--- src/rtl/tac_pkg.sv ---
`default_nettype none

package tac_pkg;

  // field widths
  localparam int FORCE_W = 32;
  localparam int CFG_W   = 31;
  localparam int GAIN_W  = 24;
  localparam int ALPHA_W = 17;
  localparam int IDLE_W  = 16;
  localparam int FRAC_W  = 16;
  localparam int INDEX_W = 3;

  // q16 helpers
  localparam logic [ALPHA_W-1:0] ALPHA_ONE  = 17'h10000;
  localparam logic [FRAC_W-1:0]  ROUND_HALF = 16'h8000;

  // register reset values
  localparam logic [CFG_W-1:0]   DEADBAND_RST = '0;
  localparam logic [GAIN_W-1:0]  GAIN_RST     = 24'h010000;
  localparam logic [CFG_W-1:0]   LIMIT_RST    = '1;
  localparam logic [ALPHA_W-1:0] ALPHA_RST    = ALPHA_ONE;
  localparam logic [CFG_W-1:0]   SLEW_RST     = '0;

  // delay line length default and watchdog timeout (zero disables)
  localparam int                DELAY_TICKS_DEFAULT = 4;
  localparam logic [IDLE_W-1:0] TIMEOUT_TICKS       = 16'd100;

  typedef enum logic [INDEX_W-1:0] {
    REG_DEADBAND      = 3'd0,
    REG_FORWARD_GAIN  = 3'd1,
    REG_REVERSE_GAIN  = 3'd2,
    REG_FORWARD_LIMIT = 3'd3,
    REG_REVERSE_LIMIT = 3'd4,
    REG_RISE_ALPHA    = 3'd5,
    REG_FALL_ALPHA    = 3'd6,
    REG_SLEW_STEP     = 3'd7
  } cfg_reg_t;

  // per-cell control of the delay line
  typedef struct packed {
    logic shift;  // a tick moves every entry one cell toward the head
    logic flush;  // watchdog drops all pending commands
    logic load;   // a shaped command enters this cell
  } cell_ctrl_t;

endpackage

`default_nettype wire

--- src/rtl/tac_lag.sv ---
`default_nettype none

// one step of the asymmetric first-order lag with slew limit
module tac_lag (
  input  wire logic signed [tac_pkg::FORCE_W-1:0] force_now,
  input  wire logic signed [tac_pkg::FORCE_W-1:0] force_goal,
  input  wire logic [tac_pkg::ALPHA_W-1:0]        rise_alpha,
  input  wire logic [tac_pkg::ALPHA_W-1:0]        fall_alpha,
  input  wire logic [tac_pkg::CFG_W-1:0]          slew_step,
  output logic signed [tac_pkg::FORCE_W-1:0]      force_next
);

  localparam int PROD_W = tac_pkg::FORCE_W + tac_pkg::ALPHA_W;

  logic signed [tac_pkg::FORCE_W:0] diff;
  logic                             neg;
  logic [tac_pkg::FORCE_W:0]        mag_w;
  logic [tac_pkg::FORCE_W-1:0]      mag;
  logic [tac_pkg::FORCE_W-1:0]      ag;
  logic [tac_pkg::FORCE_W-1:0]      an;
  logic                             g_pos;
  logic                             n_pos;
  logic                             opposite;
  logic [tac_pkg::ALPHA_W-1:0]      alpha_sel;
  logic [tac_pkg::ALPHA_W-1:0]      alpha;
  logic [PROD_W:0]                  prod;
  logic [tac_pkg::FORCE_W-1:0]      step;
  logic [tac_pkg::FORCE_W:0]        sum;

  always_comb begin
    diff  = {force_goal[tac_pkg::FORCE_W-1], force_goal}
          - {force_now[tac_pkg::FORCE_W-1], force_now};
    neg   = diff[tac_pkg::FORCE_W];
    mag_w = neg ? (~diff + 1'b1) : diff;
    mag   = mag_w[tac_pkg::FORCE_W-1:0];
    ag    = force_goal[tac_pkg::FORCE_W-1] ? (~force_goal + 1'b1) : force_goal;
    an    = force_now[tac_pkg::FORCE_W-1] ? (~force_now + 1'b1) : force_now;
    g_pos = !force_goal[tac_pkg::FORCE_W-1] && (force_goal != '0);
    n_pos = !force_now[tac_pkg::FORCE_W-1] && (force_now != '0);
    opposite = (g_pos && force_now[tac_pkg::FORCE_W-1])
            || (force_goal[tac_pkg::FORCE_W-1] && n_pos);
    // rise only while the magnitude grows on the same side
    alpha_sel = (!opposite && (ag > an)) ? rise_alpha : fall_alpha;
    alpha     = (alpha_sel > tac_pkg::ALPHA_ONE) ? tac_pkg::ALPHA_ONE : alpha_sel;
    prod = {1'b0, {{tac_pkg::ALPHA_W{1'b0}}, mag} * {{tac_pkg::FORCE_W{1'b0}}, alpha}}
         + {{(PROD_W + 1 - tac_pkg::FRAC_W){1'b0}}, tac_pkg::ROUND_HALF};
    // rounded step never exceeds the distance, so 32 bits hold it
    step = prod[tac_pkg::FRAC_W +: tac_pkg::FORCE_W];
    if ((slew_step != '0) && (step > {1'b0, slew_step})) begin
      step = {1'b0, slew_step};
    end
    sum = {force_now[tac_pkg::FORCE_W-1], force_now}
        + (neg ? (~{1'b0, step} + 1'b1) : {1'b0, step});
    force_next = sum[tac_pkg::FORCE_W-1:0];
  end

endmodule

`default_nettype wire

--- config.mk ---
export PLATFORM = sky130hd
export DESIGN_NAME = tac_lag
export DESIGN_NICKNAME = d
export VERILOG_FILES = /design/src/rtl/tac_pkg.sv /design/src/rtl/tac_lag.sv
export SDC_FILE = /design/constraint.sdc
export NUM_CORES = 2
export LEC_CHECK = 0
export ABC_AREA = 0
export BUFFER_PORTS_ARGS = -buffer_cell sky130_fd_sc_hd__clkbuf_2
export CORE_ASPECT_RATIO = 0.5
export CORE_MARGIN = 2
export CORE_UTILIZATION = 45
export DETAILED_ROUTE_END_ITERATION = 10
export SYNTH_ARGS = -nofsm -noshare
export SYNTH_HDL_FRONTEND = slang
export SYNTH_SLANG_ARGS = --single-unit
export TNS_END_PERCENT = 30
--- constraint.sdc ---
create_clock -name vclk -period 22.4
set_clock_uncertainty 0.05 [all_clocks]
set_input_delay 2.24 -clock vclk [all_inputs]
set_output_delay 2.24 -clock vclk [all_outputs]
set_load 0.005 [all_outputs]
Word-level counts from Yosys, hierarchy flattened
Index checks and enable logic that the tools add are counted.
{ "word_totals": {"input_bits": 129, "elab_cells": 35, "output_inout_bits": 32, "regBits": 0} }
{ "op_classes": {"addsub": 7, "n_bitwise": 4, "mul": 1, "n_mux": 7, "n_reduce_logical": 13, "magnitude_cmp": 3} }
{ "op_table": {"columns": ["operator", "count"], "rows": [
  ["$mux W32", 5],
  ["$add A32 B1 Y32 const B", 4],
  ["$not A32 Y32", 4],
  ["$reduce_bool A32 Y1", 2],
  ["$add A48 B16 Y48 const B", 1],
  ["$mul A32 B17 Y48", 1],
  ["$mux W17", 2],
  ["$sub A32 B32 Y33", 1],
  ["$add A32 B32 Y32", 1],
  ["$gt A32 B31 Y1", 1],
  ["$gt A32 B32 Y1", 1],
  ["$reduce_bool A31 Y1", 1],
  ["$gt A17 B17 Y1 const B", 1],
  ["$logic_and A1 B1 Y1", 6],
  ["$logic_not A1 Y1", 3],
  ["$logic_or A1 B1 Y1", 1]
]} }

Longest topological paths before layout
{ "depth": {"depth_word": 18, "mapped_depth": 86, "depth_no_buf": 81} }

Worst setup path after synthesis
No wires, ideal clock.
{ "synth_timing": {"path_kind": "input-to-output", "startpoint": "input force_goal[10] (netlist bit)", "endpoint": "output force_next[30] (netlist bit)", "arrival_ns": 19.168, "stages": 79, "required_time_ns": 20.110, "n_path_buf": 5, "setup_slack_ns": 0.942, "path_cell_list": "or4_1 > or3_1 > or2_2 > inv_1 > nand2_1 > o41ai_1 > xnor2_1 > ha_1 > a21oi_1 > nor2_1 > a211oi_1 > o21ai_0 > a2111oi_0 > nor2_1 > mux2i_1 > nor2_1 > clkbuf_1 > nor2_1 > (+43 left out) > fa_1 > a21o_1 > a21oi_1 > o21bai_1 > a21oi_1 > o21bai_1 > a21oi_1 > o21bai_1 > a211o_1 > a21oi_1 > a2111oi_0 > o41a_1 > o31a_1 > o21ai_0 > o21ai_0 > a21o_1 > a21oi_1 > xnor2_1"} }
{ "synth_between": {"elab_chain_cells": 18, "elab_cells_between_ends": 26, "classes_between": "6 x add/sub; 1 x mul; 3 x order compare; 6 x mux; 3 x bitwise; 7 x reduce/logical"} }
{ "synth_rtl": {"columns": ["item", "line", "source"], "rows": [
  ["from (decl)", "tac_lag.sv:6", "input wire logic signed [tac_pkg::FORCE_W-1:0] force_goal,"],
  ["branches (longest 16 deep; another with $mul A32 B17 Y48)", null, null],
  ["$mux W32 (*)", "tac_lag.sv:53", "+ (neg ? (~{1'b0, step} + 1'b1) : {1'b0, step});"],
  ["$add A32 B32 Y32 (*)", "tac_lag.sv:53", null],
  ["to (decl)", "tac_lag.sv:10", "output logic signed [tac_pkg::FORCE_W-1:0] force_next"]
]} }
Mark *: on every way between the ends.

Final worst setup path
Ends and elaborated chain as after synthesis.

==> qor.yml <==
outcome:
  outcome: "completed"
flow_run:
  drv_cap: 0
logic_synthesis:
  ys_warn_count: 0
  synth_top_area_share_pct: 34.6
  syn_nets: 4175
  netlist_area_mm2: 0.0260
  syn_avg_cell_area_um2: 7.84
  synth.distinct_cells: 89
  ys_seq_area_share_pct: 0
  yosys-top-cells-area: "fa_1 (35%), ha_1 (13%), inv_1 (8.8%), xnor2_1 (5.5%), nor2_1 (5.3%)"
  syn-instance-count: 3319
  yosysTopAreaCell: "fa_1"
grt:
  grt_pass1_vias: 24300
  grt_max_degree: 54
  grt_pass1_wl_mm: 140
  gr-total-overflow: 0
  antenna_found_initial: 1
  grtUsageTotal_pct: 30.2
cts:
  cts_hold_buf: 0
place:
  port_buffers: 161
  dpl.cell_count: 4303
  dp_hpwl_mm: 76.3
  gp_congestion: 0.965
critical_path:
  critPathTopFamily: "compound AO/OA/AOI/OAI gates"
  cp_data_required_time_ps: 20110
  crit_slowest_cell: "or4_4"
  cp-start-kind: "primary input"
  cp-startpoint: "force_goal[10]"
  critPathCapture: "force_next[30]"
  slowest_delay_ps: 570
  path_class: "in -> out"
  cp.depth: 80
  cp_data_arrival_time_ps: 19080
  cp_max_fo: 11
  crit_buf_inv: 12
  cp-end-kind: "output pin"
  path_common_cell: "a21oi_1"
die:
  die_y_um: 174
  die_w_um: 344
  core_region_area_mm2: 0.0572
  boundaryPins: 161
  start_util_pct: 45.4
  rows: 62
  die_area_mm2: 0.0599
worst_hold_path:
  min_path_type: "in -> out"
finish:
  final-instance-count-excl-fill: 4308
  nFillCells: 5714
  final_util_pct: 50.5
  area_growth_pct: 11.1
  final_common_cell: "inv_1"
  mostFrequentLayoutCells: "inv_1 (612), fa_1 (449), nor2_1 (361), nand2_1 (342), ha_1 (277)"
  n_clock_buffer: 0
  flops_and_latches: 0
  register_area_um2: 0
  diodes: 0
  layout-drive-gt1-share_pct: 12.1
  finalNetCount: 4398
route:
  viasPerCell: 5.54
  post-route-drc-count: 0
  drtPass1Iterations: 6
  final_antenna_net_count: 0
  dr_total_vias: 23900
  wire_per_inst_um: 20.5
  drt_iter0_drc: 2109
  finalWirelength_mm: 88.5
timing:
  max_freq_ghz: 0.0468
  hold_viol_final: 0
  slew_headroom_pct: 20.8
  drv_slew: 0
  min_period_over_period_pct: 95.4
  timing.hold.ws_ps: 4920
  finalCriticalPeriod_ps: 21370
  totalNegativeSetupSlack_ps: 0
  worst_pin_slew_ps: 1180
  finalSetupViolCount: 0
## cell usage after synthesis, types with 33 or more instances
master	number
a21o_1	73
a21oi_1	156
and2_1	42
clkbuf_1	111
fa_1	450
ha_1	277
inv_1	612
nand2_1	342
nand2b_1	56
nand3_1	43
nor2_1	366
nor2b_1	39
nor3_1	39
o21ai_0	94
o31ai_1	33
xnor2_1	163
xor2_1	54
## final cells by class
| type | instances | area, um^2 | area share [%] |
|---|---|---|---|
| Timing Repair Buffer | 343 | 2200 | 7.61 |
| Multi-Input combinational cell | 2584 | 23400 | 81.1 |
| Tap cell | 768 | 961 | 3.32 |
| Inverter | 613 | 2300 | 7.96 |
## kinds of logic (layout without fill, tap and decap cells)
kind of cell | after synthesis | after routing | share of synthesized area [%]
fa+ha+maj | 727 | 727 | 47.9
xor+xnor | 217 | 217 | 7.30
compound gates | 520 | 520 | 13.2
mux | 41 | 41 | 1.64
simple gates | 1079 | 1079 | 19.2
buf+inv | 735 | 956 | 10.7
## per-layer routing
layer  track usage (%)  part of all wire [%]  vias up
met5                 0                 0.027        -
met4              5.65                   2.3        4
met3              3.46                   7.5      107
met2              48.2                    44      851
met1              44.2                    46    11800
li1                  -                     -    11100
## worst min-delay path by stage
stage,cells past startpoint,endpoint,slack (ps),start
final,3,force_next[0],4920,force_now[0]
after global placement,3,force_next[0],4920,force_now[0]
after floorplan,1,force_next[0],4550,force_now[0]
after CTS,3,force_next[0],4920,force_now[0]
after detailed placement,3,force_next[0],4920,force_now[0]
after global routing,3,force_next[0],4930,force_now[0]
## through the flow
step	instance area (um^2)	worst slack (ps)
after floorplan	26000	942
after global placement	28700	389
after detailed placement	28700	277
after CTS	28700	173
after global routing	28900	-28.0
final	28900	1030
## worst min-delay path: cells and delay by family
| kind | cells | cell delay [ps] |
|---|---|---|
| fa+ha+maj | 1 | 160 |
| buf+inv | 2 | 320 |
## timing repair
item	in CTS	in global routing
setup buffers	0	5
setup endpoints to repair	0	11
gates resized for setup	0	34
hold endpoints to repair	0	0
Power is left out: the tool's default activity adds up to more than one toggle a clock period on the data nets, which glitch-free logic cannot reach.
